[src/hdl/bccp_pkg.sv]
`timescale 1ns / 1ps

package bccp_pkg;

  // Field widths.
  localparam int CW  = 24;           // signed coordinate and push width
  localparam int SZW = CW - 1;       // box size and radius width
  localparam int GW  = CW + 3;       // doubled-scale geometry, signed
  localparam int AW  = CW;           // offset magnitude kept once it is in range
  localparam int SQW = 2 * AW + 1;   // squared distance

  localparam logic [CW-1:0] CMAX = {1'b0, {(CW-1){1'b1}}};
  localparam logic [CW-1:0] CMIN = {1'b1, {(CW-1){1'b0}}};

  // How an item is finished by the back end.
  typedef enum logic [1:0] {
    CLS_MISS,
    CLS_INSIDE,
    CLS_OUTSIDE
  } cls_e;

  typedef struct packed {
    cls_e              cls;
    logic              sx;      // offset x is negative
    logic              sy;      // offset y is negative
    logic [AW-1:0]     ax;      // |offset x|, doubled scale
    logic [AW-1:0]     ay;      // |offset y|, doubled scale
    logic [SZW-1:0]    r;       // radius
    logic [SQW-1:0]    sq;      // squared distance, doubled scale
    logic [CW-1:0]     in_px;   // push when the centre is inside
    logic [CW-1:0]     in_py;
  } job_t;

endpackage

[src/hdl/bccp_queue.sv]
`timescale 1ns / 1ps

module bccp_queue import bccp_pkg::*; (
  input  logic  clk_i,
  input  logic  rst_ni,
  input  logic  push_i,
  input  job_t  job_i,
  output logic  full_o,
  output logic  valid_o,
  output job_t  job_o
);

  localparam int DEPTH = 2;

  job_t       mem_q [DEPTH];
  logic       wp_q, wp_d, rp_q, rp_d;
  logic [1:0] cnt_q, cnt_d;
  logic       pop;

  // The back end never stalls, so any stored item leaves at once.
  assign pop     = (cnt_q != '0);
  assign valid_o = pop;
  assign job_o   = mem_q[rp_q];
  assign full_o  = (cnt_q == 2'(DEPTH));

  always_comb begin
    wp_d  = push_i ? ~wp_q : wp_q;
    rp_d  = pop ? ~rp_q : rp_q;
    cnt_d = cnt_q + 2'(push_i) - 2'(pop);
  end

  always_ff @(posedge clk_i or negedge rst_ni) begin
    if (!rst_ni) begin
      wp_q  <= 1'b0;
      rp_q  <= 1'b0;
      cnt_q <= '0;
    end else begin
      wp_q  <= wp_d;
      rp_q  <= rp_d;
      cnt_q <= cnt_d;
    end
  end

  always_ff @(posedge clk_i) begin
    if (push_i) begin
      mem_q[wp_q] <= job_i;
    end
  end

  assert property (@(posedge clk_i) disable iff (!rst_ni) !(push_i && full_o))
    else $error("queue written while full");

endmodule

[config.mk]
export PLATFORM = sky130hd
export DESIGN_NAME = bccp_queue
export DESIGN_NICKNAME = d
export VERILOG_FILES = /design/src/hdl/bccp_pkg.sv /design/src/hdl/bccp_queue.sv
export SDC_FILE = /design/constraint.sdc
export NUM_CORES = 1
export LEC_CHECK = 0
export BUFFER_PORTS_ARGS = -buffer_cell sky130_fd_sc_hd__clkbuf_2
export CORE_ASPECT_RATIO = 0.9
export CORE_MARGIN = 1.5
export CORE_UTILIZATION = 42
export CTS_BUF_LIST = sky130_fd_sc_hd__clkbuf_2 sky130_fd_sc_hd__clkbuf_4 sky130_fd_sc_hd__clkbuf_8
export CTS_CLUSTER_DIAMETER = 30
export CTS_CLUSTER_SIZE = 14
export DETAILED_ROUTE_END_ITERATION = 8
export HOLD_SLACK_MARGIN = 0.15
export PLACE_DENSITY_LB_ADDON = 0.25
export SLEW_MARGIN = 10
export SYNTH_ARGS = -nofsm -noshare
export SYNTH_HDL_FRONTEND = slang
export SYNTH_SLANG_ARGS = --single-unit
[constraint.sdc]
create_clock -name clk_i -period 11.92 [get_ports clk_i]
set_input_delay 0.596 -clock clk_i [delete_from_list [all_inputs] [get_ports clk_i]]
set_output_delay 0.596 -clock clk_i [all_outputs]
set_load 0.02 [all_outputs]
Word level (Yosys, flattened, before mapping)
Memories as Yosys holds them, arrays and structs flattened.
Cells that the tools add are included.
- bitwise gates (word level): 2
- muxes and demuxes: 2
- reductions and logical operators: 1
- equal/unequal tests: 1
- add/sub/neg operators: 2
- operators by type and width (kind ; number):
    2-bit by 1-bit adder with 2-bit output ; 1
    2-bit equality test (second input constant) ; 1
    1-bit 2-to-1 mux ; 2
    1-bit inverter ; 2
    2-bit nonzero test ; 1
    2-bit by 1-bit subtractor with 2-bit output ; 1
- memories kept: 1
- output and inout bits: 174
- input port bits: 175
- memory bits (writable): 344
- register bits after elaboration: 4
- logic and storage cells: 12
- memory list (memory ; depth ; width ; rd ports ; clocked after memory_dff ; wr ports ; RTL line ; RTL):
    mem_q ; 2 ; 172 ; 1 ; 0 ; 1 ; bccp_queue.sv:15 ; job_t mem_q [DEPTH];

Logic depth before layout (Yosys ltp)
- depth in word-level cells: 2
- gate-level depth with buffers: 3
- depth with buffers taken out: 3

Worst setup path before layout
No wires, ideal clock.
- kind: input port to flip-flop
- start point: input push_i
- end point: memory mem_q[0][0] (netlist name), enable pin
- slack: 3.169 ns
- data arrival time: 8.024 ns
- setup time: 0.727 ns
- data required time: 11.193 ns
- path buffers: 0
- cell stages on the path: 1
- cells stage by stage: nor2b_1
- longest elaborated chain between the ends: 2
- RTL lines (element ; RTL line ; RTL):
    start: declaration ; bccp_queue.sv:6 ; input logic push_i,
    1-bit 2-to-1 mux ; bccp_queue.sv:45 ; if (push_i) begin
    1-bit 2-to-1 mux (not written as such) ; bccp_queue.sv:46 ; mem_q[wp_q] <= job_i;
    end: declaration ; bccp_queue.sv:15 ;
Every way passes these cells.

==> results.txt <==
The residual DRC count came out at 0. Of all nets on the critical path, the largest fanout is 80. The arrival time of data at the critical path endpoint came out at roughly 2700 ps. The mean instance size in the synthesized netlist came out at roughly 23 um^2. The initial antenna violation count is 3.

The via count of the first global-routing pass came out at 7054. The total global routing track utilization is 0.158. After layout, the worst setup slack is ~8600 ps. The final route contains ~6600 vias. In this run, post-CTS repair resized a total of 0 instances.

The nature of the critical path endpoint is an output pin. The highest clock rate is between 200 and 300 MHz. The post-synthesis sequential element count came out at 348. The met1 routing resource usage after global routing came out at 0.175. The largest incremental delay on the critical path is 860 ps. The final cell area excluding filler cells is 16500 um^2. The unique cell type count in the Yosys netlist came out at 12.

The quantity of I/O buffers inserted on ports is about 350. The worst setup path is launched from a flip-flop. The sequential cell area fraction in the yosys report is 0.822. The core area is between 20000 and 30000 um^2. The total power after layout is between 4 and 5 mW. The filler cell count in the final layout is between 2000 and 2500.

The number of placed instances, taps included came out at 1286. The count of H-tree levels built during CTS came out at 3. The signal on the critical path passes through buf_4 > mux2_2 > clkbuf_2. The weighted congestion reported at the end of routability-driven placement is between 0.7 and 0.8. The area overhead of the layout relative to synthesis is 30.1%. The number of buffers inserted during clock tree synthesis came out at slightly below 70. Setup repair after global routing left no endpoint under its margin. The clock latency on the worst-skew pair is roughly 560 ps.

The worst-case hold slack is 214 ps. The initial cell density of the core came out at 0.426. The first global-routing pass estimated around 37 mm of wire. TritonCTS built the clock tree. In the final layout, the share of cells above drive strength 1 is 0.641.

The die outline area is around 31000 um^2. In this run the cell area measured after placement is ~15000 um^2. Summing every instance area after synthesis gives 12700 um^2. The number of hold buffers added after CTS was 8. The total power density per cell area came out at between 200 and 300 nW/um^2. The pre-antenna-repair detailed-routing pass consisted of 4 iterations. The fraction of the cycle the final worst path needs is 0.280. The global-route congestion overflow total is 0. The number of rows in the core area came out at 60. The flow ran to the end, and the final reports show no timing, DRC or antenna violations. The count of nets left with antenna violations after detail routing came out at 0. VDD sags by at most 0.000164 V. The global routing stage identified its most utilized layer as met2. The buffer and inverter count on the worst path is 2. The category of the most critical setup path is reg -> out. The routed wirelength normalized by instance count is 17.6 um. The final number of hold-violating endpoints came out at 0. The clock transition time at the flip-flop clock pins of the worst setup and hold paths is ~70 ps. For this run, the number of Yosys warnings is 0.

The pin slew with the least headroom to its limit is 1130 ps. The sum of negative setup slack came out at 0 ps. The overall routed net length is ~25 mm.

The number of placed I/O pins is 349. Summed over all cells, the static leakage comes to between 6 and 7 nW. The total clock sinks is 348. The count of nets after finishing is 1138. STA puts the critical path data required time at 11320 ps. The height of the die came out at 168 um.

Detailed placement ended at an HPWL of around 16 mm. The clock tree root driver cell is clkbuf_8. The worst-case setup slack after placement came out at roughly 9200 ps. The pin count of the biggest net entering global routing is between 150 and 200. The family with the most delay on the worst path is buffers and inverters. The worst clock skew is 19.1 ps. The met2 global-route usage is 0.248. The violation count after the first detailed-route iteration came out at approximately 310. Dividing the detail-routed via count by the number of cells gives between 4 and 5. The max-capacitance violation count is 0. The minimum clock period after layout came out at roughly 3300 ps. The clock tree buffer depth is 3.

The share of the core filled with cells in the final layout came out at 0.554. The global-route track usage on met3 came out at 0.0900. The number of nets in the synthesized netlist is approximately 730. The slowest stage of the critical path belongs to the cell buf_4. The number of pins with negative max-slew slack in the final report is 0. The final setup violation count is 0. The worst relative slew slack came out at 0.249. Synthesis produced a netlist whose cell count is ~550.

The count of placed standard cells in the final layout, fillers left out is around 1400. The worst hold path belongs to the class in -> reg. The die outline width is about 190 um.

The post-CTS setup buffer count is 0.
-- cells in the mapped netlist --
master | number | share of area
dfrtp_1 | 4 | 0.0079
clkbuf_8 | 14 | 0.015
ha_1 | 1 | 0.00099
xor2_1 | 2 | 0.0014
buf_6 | 5 | 0.0044
and2_1 | 1 | 0.00049
edfxtp_1 | 344 | 0.81
or2_2 | 1 | 0.00049
xnor2_1 | 1 | 0.00069
nor2b_1 | 3 | 0.0015
nand2_1 | 1 | 0.00030
mux2_2 | 172 | 0.15
-- placed cells by master, fill, tap and decap left out, drive strengths merged, types with 2 or more instances in the layout --
master and count:
clkbuf 429, edfxtp 344, mux2 172, clkinv 20, bufinv 13, dlygate4sd3 8, clkinvlp 6, inv 6
buf 5, dfrtp 4, nor2b 3, xor2 2
-- path summary, 6_finish.rpt --
check | from | endpoint | slack [ps] | cells after the start
worst max-delay path | rp_q | job_o[8] | 8580 | 3
worst min-delay path | job_i[61] | mem_q[0][61] | 210 | 1
worst max register to register | wp_q | mem_q[1][100] | 9760 | 2
worst min register to register | wp_q | wp_q | 540 | 1
max in group asynchronous | rst_ni | rp_q | 11410 | 2
min in group asynchronous | rst_ni | rp_q | 380 | 2
-- cell families after synthesis --
logic type,Yosys count,synth area share
muxes,172,0.153
DFF,348,0.822
and+or+nand+nor,6,0.00276
adders and majority gates,1,0.000986
xor gates and xnor gates,3,0.00207
buffers and inverters,19,0.0196
-- power breakdown --
group / internal, mW / switching [mW]
Clock: 0.895 / 0.525
Sequential: 1.63 / 0.0585
Combinational: 0.456 / 0.755
Total: 2.98 / 1.34
-- cell type report --
cell class | instances | area (um^2) | area share
sequential | 348 | 10400 | 0.632
multi-input combinational | 182 | 2020 | 0.122
tap | 403 | 504 | 0.0305
timing repair buffer | 361 | 1870 | 0.113
antenna | 1 | 2.50 | 0.000152
clock inverter | 45 | 613 | 0.0371
clock buffer | 81 | 1060 | 0.0645
-- per-layer routing --
metal | up-vias | wire, um | part of all wire
met5 | - | 23 | 0.00092
met2 | 305 | 11600 | 0.46
met3 | 62 | 3340 | 0.13
met1 | 3147 | 9360 | 0.37
met4 | 4 | 714 | 0.028
li1 | 3056 | - | -
-- registers in the layout, indices dropped and copies added, names as in the netlist --
| name | count |
|---|---|
| mem_q | 344 |
| cnt_q | 2 |
| wp_q | 1 |
| rp_q | 1 |
Note: power is estimated with default switching activity, not from simulation.
