[src/hdl/bccp_pkg.sv]
`timescale 1ns / 1ps

package bccp_pkg;

  // Field widths.
  localparam int CW  = 24;           // signed coordinate and push width
  localparam int SZW = CW - 1;       // box size and radius width
  localparam int GW  = CW + 3;       // doubled-scale geometry, signed
  localparam int AW  = CW;           // offset magnitude kept once it is in range
  localparam int SQW = 2 * AW + 1;   // squared distance

  localparam logic [CW-1:0] CMAX = {1'b0, {(CW-1){1'b1}}};
  localparam logic [CW-1:0] CMIN = {1'b1, {(CW-1){1'b0}}};

  // How an item is finished by the back end.
  typedef enum logic [1:0] {
    CLS_MISS,
    CLS_INSIDE,
    CLS_OUTSIDE
  } cls_e;

  typedef struct packed {
    cls_e              cls;
    logic              sx;      // offset x is negative
    logic              sy;      // offset y is negative
    logic [AW-1:0]     ax;      // |offset x|, doubled scale
    logic [AW-1:0]     ay;      // |offset y|, doubled scale
    logic [SZW-1:0]    r;       // radius
    logic [SQW-1:0]    sq;      // squared distance, doubled scale
    logic [CW-1:0]     in_px;   // push when the centre is inside
    logic [CW-1:0]     in_py;
  } job_t;

endpackage

[src/hdl/bccp_front.sv]
`timescale 1ns / 1ps

module bccp_front import bccp_pkg::*; (
  input  logic            clk_i,
  input  logic            rst_ni,
  input  logic            start_i,
  input  logic            adv_i,
  input  logic [CW-1:0]   bx_i,
  input  logic [CW-1:0]   by_i,
  input  logic [SZW-1:0]  w_i,
  input  logic [SZW-1:0]  h_i,
  input  logic [CW-1:0]   cx_i,
  input  logic [CW-1:0]   cy_i,
  input  logic [SZW-1:0]  r_i,
  output logic            push_o,
  output job_t            job_o
);

  typedef enum logic [1:0] {
    SIDE_L,
    SIDE_R,
    SIDE_B,
    SIDE_T
  } side_e;

  // Stage 1: box edges and doubled centre.
  logic                 v1_q, v2_q, v3_q;
  logic signed [GW-1:0] minx_q, maxx_q, miny_q, maxy_q, px_q, py_q;
  logic [SZW-1:0]       r1_q, r2_q, r3_q;
  logic signed [GW-1:0] bx_e, by_e, cx_e, cy_e, w_e, h_e;

  assign bx_e = {{(GW-CW){bx_i[CW-1]}}, bx_i};
  assign by_e = {{(GW-CW){by_i[CW-1]}}, by_i};
  assign cx_e = {{(GW-CW){cx_i[CW-1]}}, cx_i};
  assign cy_e = {{(GW-CW){cy_i[CW-1]}}, cy_i};
  assign w_e  = {{(GW-SZW){1'b0}}, w_i};
  assign h_e  = {{(GW-SZW){1'b0}}, h_i};

  // Stage 2: clamped offsets and the four side distances.
  logic signed [GW-1:0] dx_d, dy_d, dx_q, dy_q;
  logic signed [GW-1:0] dl_q, dr_q, db_q, dt_q;
  logic signed [GW-1:0] clx, cly;

  always_comb begin
    clx = (px_q < minx_q) ? minx_q : ((px_q > maxx_q) ? maxx_q : px_q);
    cly = (py_q < miny_q) ? miny_q : ((py_q > maxy_q) ? maxy_q : py_q);
    dx_d = px_q - clx;
    dy_d = py_q - cly;
  end

  // Stage 3: magnitudes, range check, squares and the nearest side.
  logic [GW-1:0]        absx, absy;
  logic [AW-1:0]        r2w;
  logic                 rng_d, rng_q, zero_q, sx_q, sy_q;
  logic [AW-1:0]        ax_q, ay_q;
  logic [2*AW-1:0]      sqx_q, sqy_q, r2sq_q;
  logic signed [GW-1:0] m_d;
  logic [GW-2:0]        m_q;
  side_e                side_d, side_q;

  always_comb begin
    absx  = dx_q[GW-1] ? GW'(-dx_q) : GW'(dx_q);
    absy  = dy_q[GW-1] ? GW'(-dy_q) : GW'(dy_q);
    r2w   = {r2_q, 1'b0};
    rng_d = (absx <= {{(GW-AW){1'b0}}, r2w}) && (absy <= {{(GW-AW){1'b0}}, r2w});
    m_d    = dl_q;
    side_d = SIDE_L;
    if (dr_q < m_d) begin
      m_d    = dr_q;
      side_d = SIDE_R;
    end
    if (db_q < m_d) begin
      m_d    = db_q;
      side_d = SIDE_B;
    end
    if (dt_q < m_d) begin
      m_d    = dt_q;
      side_d = SIDE_T;
    end
  end

  always_ff @(posedge clk_i or negedge rst_ni) begin
    if (!rst_ni) begin
      v1_q <= 1'b0;
      v2_q <= 1'b0;
      v3_q <= 1'b0;
    end else if (adv_i) begin
      v1_q <= start_i;
      v2_q <= v1_q;
      v3_q <= v2_q;
    end
  end

  always_ff @(posedge clk_i) begin
    if (adv_i) begin
      minx_q <= (bx_e <<< 1) - w_e;
      maxx_q <= (bx_e <<< 1) + w_e;
      miny_q <= (by_e <<< 1) - h_e;
      maxy_q <= (by_e <<< 1) + h_e;
      px_q   <= cx_e <<< 1;
      py_q   <= cy_e <<< 1;
      r1_q   <= r_i;

      dx_q <= dx_d;
      dy_q <= dy_d;
      dl_q <= px_q - minx_q;
      dr_q <= maxx_q - px_q;
      db_q <= py_q - miny_q;
      dt_q <= maxy_q - py_q;
      r2_q <= r1_q;

      rng_q  <= rng_d;
      zero_q <= (absx == '0) && (absy == '0);
      sx_q   <= dx_q[GW-1];
      sy_q   <= dy_q[GW-1];
      ax_q   <= absx[AW-1:0];
      ay_q   <= absy[AW-1:0];
      sqx_q  <= absx[AW-1:0] * absx[AW-1:0];
      sqy_q  <= absy[AW-1:0] * absy[AW-1:0];
      r2sq_q <= r2w * r2w;
      m_q    <= m_d[GW-2:0];
      side_q <= side_d;
      r3_q   <= r2_q;
    end
  end

  // Stage 4 (into the queue): hit test and the inside push.
  logic [SQW-1:0] sq;
  logic           hit;
  logic [GW-1:0]  lsum;
  logic [GW-2:0]  len;
  logic [CW-1:0]  pos, neg;

  always_comb begin
    sq   = {1'b0, sqx_q} + {1'b0, sqy_q};
    hit  = rng_q && (sq <= {1'b0, r2sq_q});
    lsum = {1'b0, m_q} + {{(GW-AW){1'b0}}, r3_q, 1'b0} + GW'(1);
    len  = lsum[GW-1:1];
    pos  = (len > {{(GW-1-CW){1'b0}}, CMAX}) ? CMAX : len[CW-1:0];
    neg  = (len > {{(GW-1-CW){1'b0}}, CMIN}) ? CMIN : CW'(-len[CW-1:0]);

    job_o       = '0;
    job_o.sx    = sx_q;
    job_o.sy    = sy_q;
    job_o.ax    = ax_q;
    job_o.ay    = ay_q;
    job_o.r     = r3_q;
    job_o.sq    = sq;
    if (!hit) begin
      job_o.cls = CLS_MISS;
    end else if (zero_q) begin
      job_o.cls = CLS_INSIDE;
    end else begin
      job_o.cls = CLS_OUTSIDE;
    end
    unique case (side_q)
      SIDE_L:  job_o.in_px = neg;
      SIDE_R:  job_o.in_px = pos;
      SIDE_B:  job_o.in_py = neg;
      SIDE_T:  job_o.in_py = pos;
      default: job_o.in_px = '0;
    endcase
  end

  assign push_o = v3_q && adv_i;

endmodule

[config.mk]
export PLATFORM = sky130hd
export DESIGN_NAME = bccp_front
export DESIGN_NICKNAME = d
export VERILOG_FILES = /design/src/hdl/bccp_pkg.sv /design/src/hdl/bccp_front.sv
export SDC_FILE = /design/constraint.sdc
export NUM_CORES = 2
export LEC_CHECK = 0
export BUFFER_PORTS_ARGS = -buffer_cell sky130_fd_sc_hd__buf_2
export CAP_MARGIN = 15
export CORE_MARGIN = 3
export CORE_UTILIZATION = 59
export DETAILED_ROUTE_END_ITERATION = 16
export PLACE_DENSITY_LB_ADDON = 0.12
export SLEW_MARGIN = 0
export SYNTH_ARGS = -nofsm -noshare
export SYNTH_HDL_FRONTEND = slang
export SYNTH_SLANG_ARGS = --single-unit
[constraint.sdc]
create_clock -name clk_i -period 9.39 [get_ports clk_i]
set_input_delay 0.4695 -clock clk_i [delete_from_list [all_inputs] [get_ports clk_i]]
set_output_delay 0.4695 -clock clk_i [all_outputs]
set_load 0.02 [all_outputs]
======== Yosys cells after proc, flatten, opt, wreduce, memory -nomap -nowiden ========
Cells that the tools add are included.
word-level totals
  register bits ........................... 612
  latch bits .............................. 0
  memory bits (writable) .................. 0
  ROM bits ................................ 0
  input port bits ......................... 169
  output and inout port bits .............. 173
  logic and storage cells ................. 89
  memories kept ........................... 0
cells by class
  add/sub/neg operators ................... 16
  multipliers ............................. 3
  divide/modulo/power cells ............... 0
  order comparisons ....................... 12
  equality and inequality tests ........... 3
  shift operators ......................... 0
  mux-type cells .......................... 17
  bitwise gates (word level) .............. 0
  reduce and logical (&&, ||, !) cells .... 8
operators by type and width
  kind                                                  count
  two-way mux 27 bit                                    8
  subtractor 25 x 27 -> 27 bit                          4
  multiplier 24 x 24 -> 48 bit                          2
  one-hot mux 24 bit (2 select lines)                   2
  less-than comparator 27 bit                           3
  > comparator 25 x 27 -> 1 bit                         2
  less-or-equal comparator 27 x 24 -> 1 bit             2
  zero test 27 bit                                      2
  less-than comparator 25 x 27 -> 1 bit                 2
  negation 27 bit                                       2
  subtractor 27 x 25 -> 27 bit                          2
  adder 25 x 24 -> 26 bit                               2
  subtractor 25 x 24 -> 26 bit                          2
  adder 48 x 48 -> 49 bit                               1
  less-or-equal comparator 49 x 48 -> 1 bit             1
  two-way mux 24 bit                                    2
  multiplier 23 x 23 -> 46 bit                          1
  adder 26 x 24 -> 27 bit                               1
  adder 27 x 1 -> 27 bit, second input constant         1
  > comparator 26 x 23 -> 1 bit, second input constant  1
  > comparator 26 x 24 -> 1 bit, second input constant  1
  two-way mux 26 bit                                    1
  negation 24 bit                                       1
  equality test 2 bit, second input constant            2
  6 further kinds                                       11

======== Longest topological paths before layout ========
  word-level depth ........................ 6
  depth in mapped cells ................... 40
  mapped depth without buffers ............ 37

======== Worst setup path before layout ========
Ideal clock, no wire load.
  path type ............................... register -> register
  start ................................... reg dx_q[0]
  end ..................................... reg sqx_q[47], data pin
  setup time .............................. 0.260 ns
  arrival time ............................ 9.897 ns
  required time ........................... 9.130 ns
  setup slack ............................. -0.767 ns
  cell stages (with the launch flop) ...... 36
  path buffers ............................ 3
  path through ............................ edfxtp_1 > clkbuf_1 > clkinv_1 > clkbuf_1 > ha_1 > nor2b_1 > nand2_1 > or3_1 > or3_1 > o21ai_0 > xnor2_1 > clkinv_1 > clkbuf_1 > nor2_1 > fa_1 > inv_1 > fa_1 > fa_1 > fa_1 > fa_1 > fa_1 > inv_1 > fa_1 > ha_1 > a21o_1 > a21o_1 > a21o_1 > a21o_1 > a21o_1 > a21o_1 > a21o_1 > a221o_1 > a311o_1 > a221o_1 > a21oi_1 > xnor2_1
on the way
  word-level cells in the longest chain between the ends .. 3
RTL lines
  item                          line               RTL
  start, declared               bccp_front.sv:40   logic signed [GW-1:0] dx_d, dy_d, dx_q, dy_q;
  start signal, assigned        bccp_front.sv:104  dx_q <= dx_d;
  negation 27 bit               bccp_front.sv:62   absx = dx_q[GW-1] ? GW'(-dx_q) : GW'(dx_q);
  two-way mux 27 bit            bccp_front.sv:62
  via absx[20]                  bccp_front.sv:52   logic [GW-1:0] absx, absy;
  multiplier 24 x 24 -> 48 bit  bccp_front.sv:118  sqx_q <= absx[AW-1:0] * absx[AW-1:0];
  end signal, assigned          bccp_front.sv:118
  end, declared                 bccp_front.sv:56   logic [2*AW-1:0] sqx_q, sqy_q, r2sq_q;
The timed path passes the listed nets, and every way through them passes these cells.
A chain may end at the register's enable or synchronous reset.

======== Worst setup path in the final report ========
  start ................................... reg dy_q[6]
  end ..................................... reg sqy_q[44], data pin
on the way
  word-level cells in the longest chain between the ends .. 3
RTL lines
  item                            line               RTL
  start, declared                 bccp_front.sv:40
  start signal, assigned          bccp_front.sv:105  dy_q <= dy_d;
  negation 27 bit                 bccp_front.sv:63   absy = dy_q[GW-1] ? GW'(-dy_q) : GW'(dy_q);
  two-way mux 27 bit *            bccp_front.sv:63
  multiplier 24 x 24 -> 48 bit *  bccp_front.sv:119  sqy_q <= absy[AW-1:0] * absy[AW-1:0];
  end signal, assigned            bccp_front.sv:119
  end, declared                   bccp_front.sv:56
Mark *: on every way between the ends. The rest lies on a longest branch, timed or not.

==> flow_summary.toml <==
[yosys]
yosysWarnings = 0
ys_seq_elements = 598
synthArstFlopShare_pct = 0.5017
synth_ff_type = "edfxtp_1"
synth-edff-count = 595
synth_nets = 11510
syn_avg_cell_area_um2 = 9.548
synth_cell_types = 107
syn_inst = 9097
syn_area_mm2 = 0.08686
synth-seq-area-share_pct = 20.66

[final_layout]
final-seq-area_mm2 = 0.01794
final_layout_size_suffix_gt1_share_pct = 9.964
syn2layout_area_growth_pct = 11.06
fin_nets = 12100
n_fill_cell = 12090
multi_input_area_mm2 = 0.06105
finish.instance_area_mm2 = 0.09647

[floorplanning]
initial_core_util_pct = 59.53
die_h_um = 389.7
rows = 140
die_w_um = 389.7
boundaryPins = 342
core_area_mm2 = 0.1459
die-area_mm2 = 0.1519

[global_route]
grt_pass1_wl_um = 400000
antenna_found_initial = 8
grt_max_degree = 144
grt.overflow.total = 0
gr-usage-all-layers_pct = 34.80
grt_pass1_vias = 69100

[detailed_routing]
drc = 0
wl_per_cell_um = 22.33
vias = 66170
firstDrtPassIters = 8
wl_um = 260400
drtIter0Drc = 4947
via_per_inst = 5.674
postRouteAntennaNets = 0

[worst_setup_path]
cp_max_fo = 12
critPathLaunchType = "flop"
reg2reg_slack_ns = 0.22
timing.critical_path.mode_cell = "fa_1"
crit_start = "dy_q[6]"
arrival_ns = 9.59
crit_required_ns = 9.81
critPathKind = "reg -> reg"
max_stage_delay_ns = 0.56
worstSetupEndpointType = "flop"
rr_startpoint = "dy_q[6]"
cp_slowest_cell = "fa_2"

[timing]
setup_violations = 0
layout_min_cycle_time_ns = 9.170
final_hold_viol_count = 0
slew_headroom_pct = 36.43
worst-slew-pin-transition_ns = 0.9271
fmax_mhz = 109.1
rsz0062_at_grt = "true"
tns_ns = 0
report.final.slew_viol_count = 0
skew_ns = 0.03211
setup_ws_ns = 0.2202
fin_crit_sh_pct = 97.65

[clock_tree]
cts_buffers = 75
cts.sinks = 598
htreeDepth = 3
clk_path_buf_depth = 3
root_buffer = "clkbuf_16"
insertion_delay_ns = 0.70
path_clk_slew_ns = 0.07
cts_tree = "yes"

[placement]
gp_congestion = 0.9782
numPortBuffers = 341
dp_hpwl_um = 215800
placed_area_mm2 = 0.09283
post-place-ws_ns = -0.1882

[job]
max_cap_viol_count = 0

[worst_hold_path]
hp-class = "in -> async"

[status]
outcome = "finished clean"
[synthesized netlist by cell type (60+ instances only)]
| cell | count | area share [%] |
|---|---|---|
| nor2b_1 | 99 | 0.71 |
| nand2_1 | 679 | 2.9 |
| fa_1 | 1247 | 29 |
| xor2_1 | 143 | 1.4 |
| o21ai_0 | 200 | 1.2 |
| a21oi_1 | 480 | 2.8 |
| nand4_1 | 60 | 0.43 |
| inv_1 | 1998 | 8.6 |
| o21bai_1 | 60 | 0.52 |
| nand3_1 | 92 | 0.53 |
| o21a_1 | 111 | 0.96 |
| nand2b_1 | 96 | 0.69 |
| nor3_1 | 89 | 0.51 |
| clkbuf_1 | 187 | 0.81 |
| ha_1 | 997 | 14 |
| xnor2_1 | 301 | 3.0 |
| nor2_1 | 763 | 3.3 |
| a21o_1 | 192 | 1.7 |
| edfxtp_1 | 595 | 21 |
[registers in the layout, summed over array words and instances (netlist names), 25 cells and up]
signal and cells:
miny_q 26, m_q 26, maxy_q 25, dx_q 27, sqy_q 46, dt_q 26, dr_q 26, r2sq_q 44
dl_q 27, dy_q 27, sqx_q 46, maxx_q 25, db_q 27, minx_q 26
[final cells by class]
cell class	count	area share, %
tap	1917	2.486
antenna	1	0.002594
sequential	598	18.60
timing repair buffer	737	5.243
clock buffer	81	1.969
inverter	2026	7.895
clock inverter	51	0.5162
multi-input combinational	6252	63.29
[final timing paths]
kind                                    to  cells after the start
worst min register to register     r2_q[4]                      0
worst min-delay path                  v3_q                      2
worst max-delay path             sqy_q[44]                     30
worst max register to register   sqy_q[44]                     30
max in group asynchronous             v1_q                      2
min in group clk_i              minx_q[25]                      2
[per-stage QoR]
step	util, %	instances	hold WS, ns
floorplan	-	9097	0.1739
global placement	63.62	11440	0.2652
detailed placement	63.62	11440	0.2670
CTS	65.83	11650	0.06049
global route	66.11	11660	0.1148
finish	66.11	11660	0.1147
[cell usage in the layout, fill, tap and decap left out, types with 61 or more instances in the layout]
cell type,n
buf_2,340
xnor2_1,285
o21a_1,111
o21ai_1,61
inv_1,1992
a21oi_1,470
nor3_1,89
nand3_1,92
edfxtp_1,595
nand2_1,677
fa_1,1239
o21ai_0,191
buf_4,301
clkbuf_16,75
nor2_1,752
dlygate4sd3_1,75
xor2_1,135
a21o_1,192
ha_1,990
nor2b_1,98
nand2b_1,96
[critical path, delay by kind of cell, from the launching register on]
| kind | cells | cell delay (ns) |
|---|---|---|
| compound gates | 11 | 2.23 |
| fa+ha+maj | 8 | 3.71 |
| simple gates | 6 | 1.76 |
| xor+xnor | 2 | 0.42 |
| flops | 1 | 0.38 |
| buf+inv | 3 | 0.39 |
[per-layer routing]
| metal | GRT usage, % | wire length [µm] | up-vias |
|---|---|---|---|
| met3 | 6.235 | 20110 | 575 |
| li1 | - | - | 30430 |
| met2 | 56.99 | 121300 | 2496 |
| met5 | 0 | 25 | - |
| met4 | 16.19 | 14530 | 4 |
| met1 | 45.19 | 104400 | 32670 |
[cell families (layout without fill, tap and decap cells)]
logic type	Yosys count	after routing	share of synthesized area (%)
flops	598	598	20.66
mux	46	46	0.5431
compound gates	1414	1414	10.38
simple gates	2099	2099	10.94
xor+xnor	449	449	4.610
buf+inv	2247	2895	9.772
other cells	0	1	0
fa+ha+maj	2244	2244	43.10
[repair_timing]
item                       4_1_cts  5_1_grt
setup endpoints to repair        2       26
hold endpoints to repair        77        0
hold buffers                    75        0
pin swaps                        8       60
gates resized for setup          7       91
buffers inserted                 5        9
Power is not shown: default switching activity piles up to over one toggle a cycle in this logic, so the estimate is an artifact.
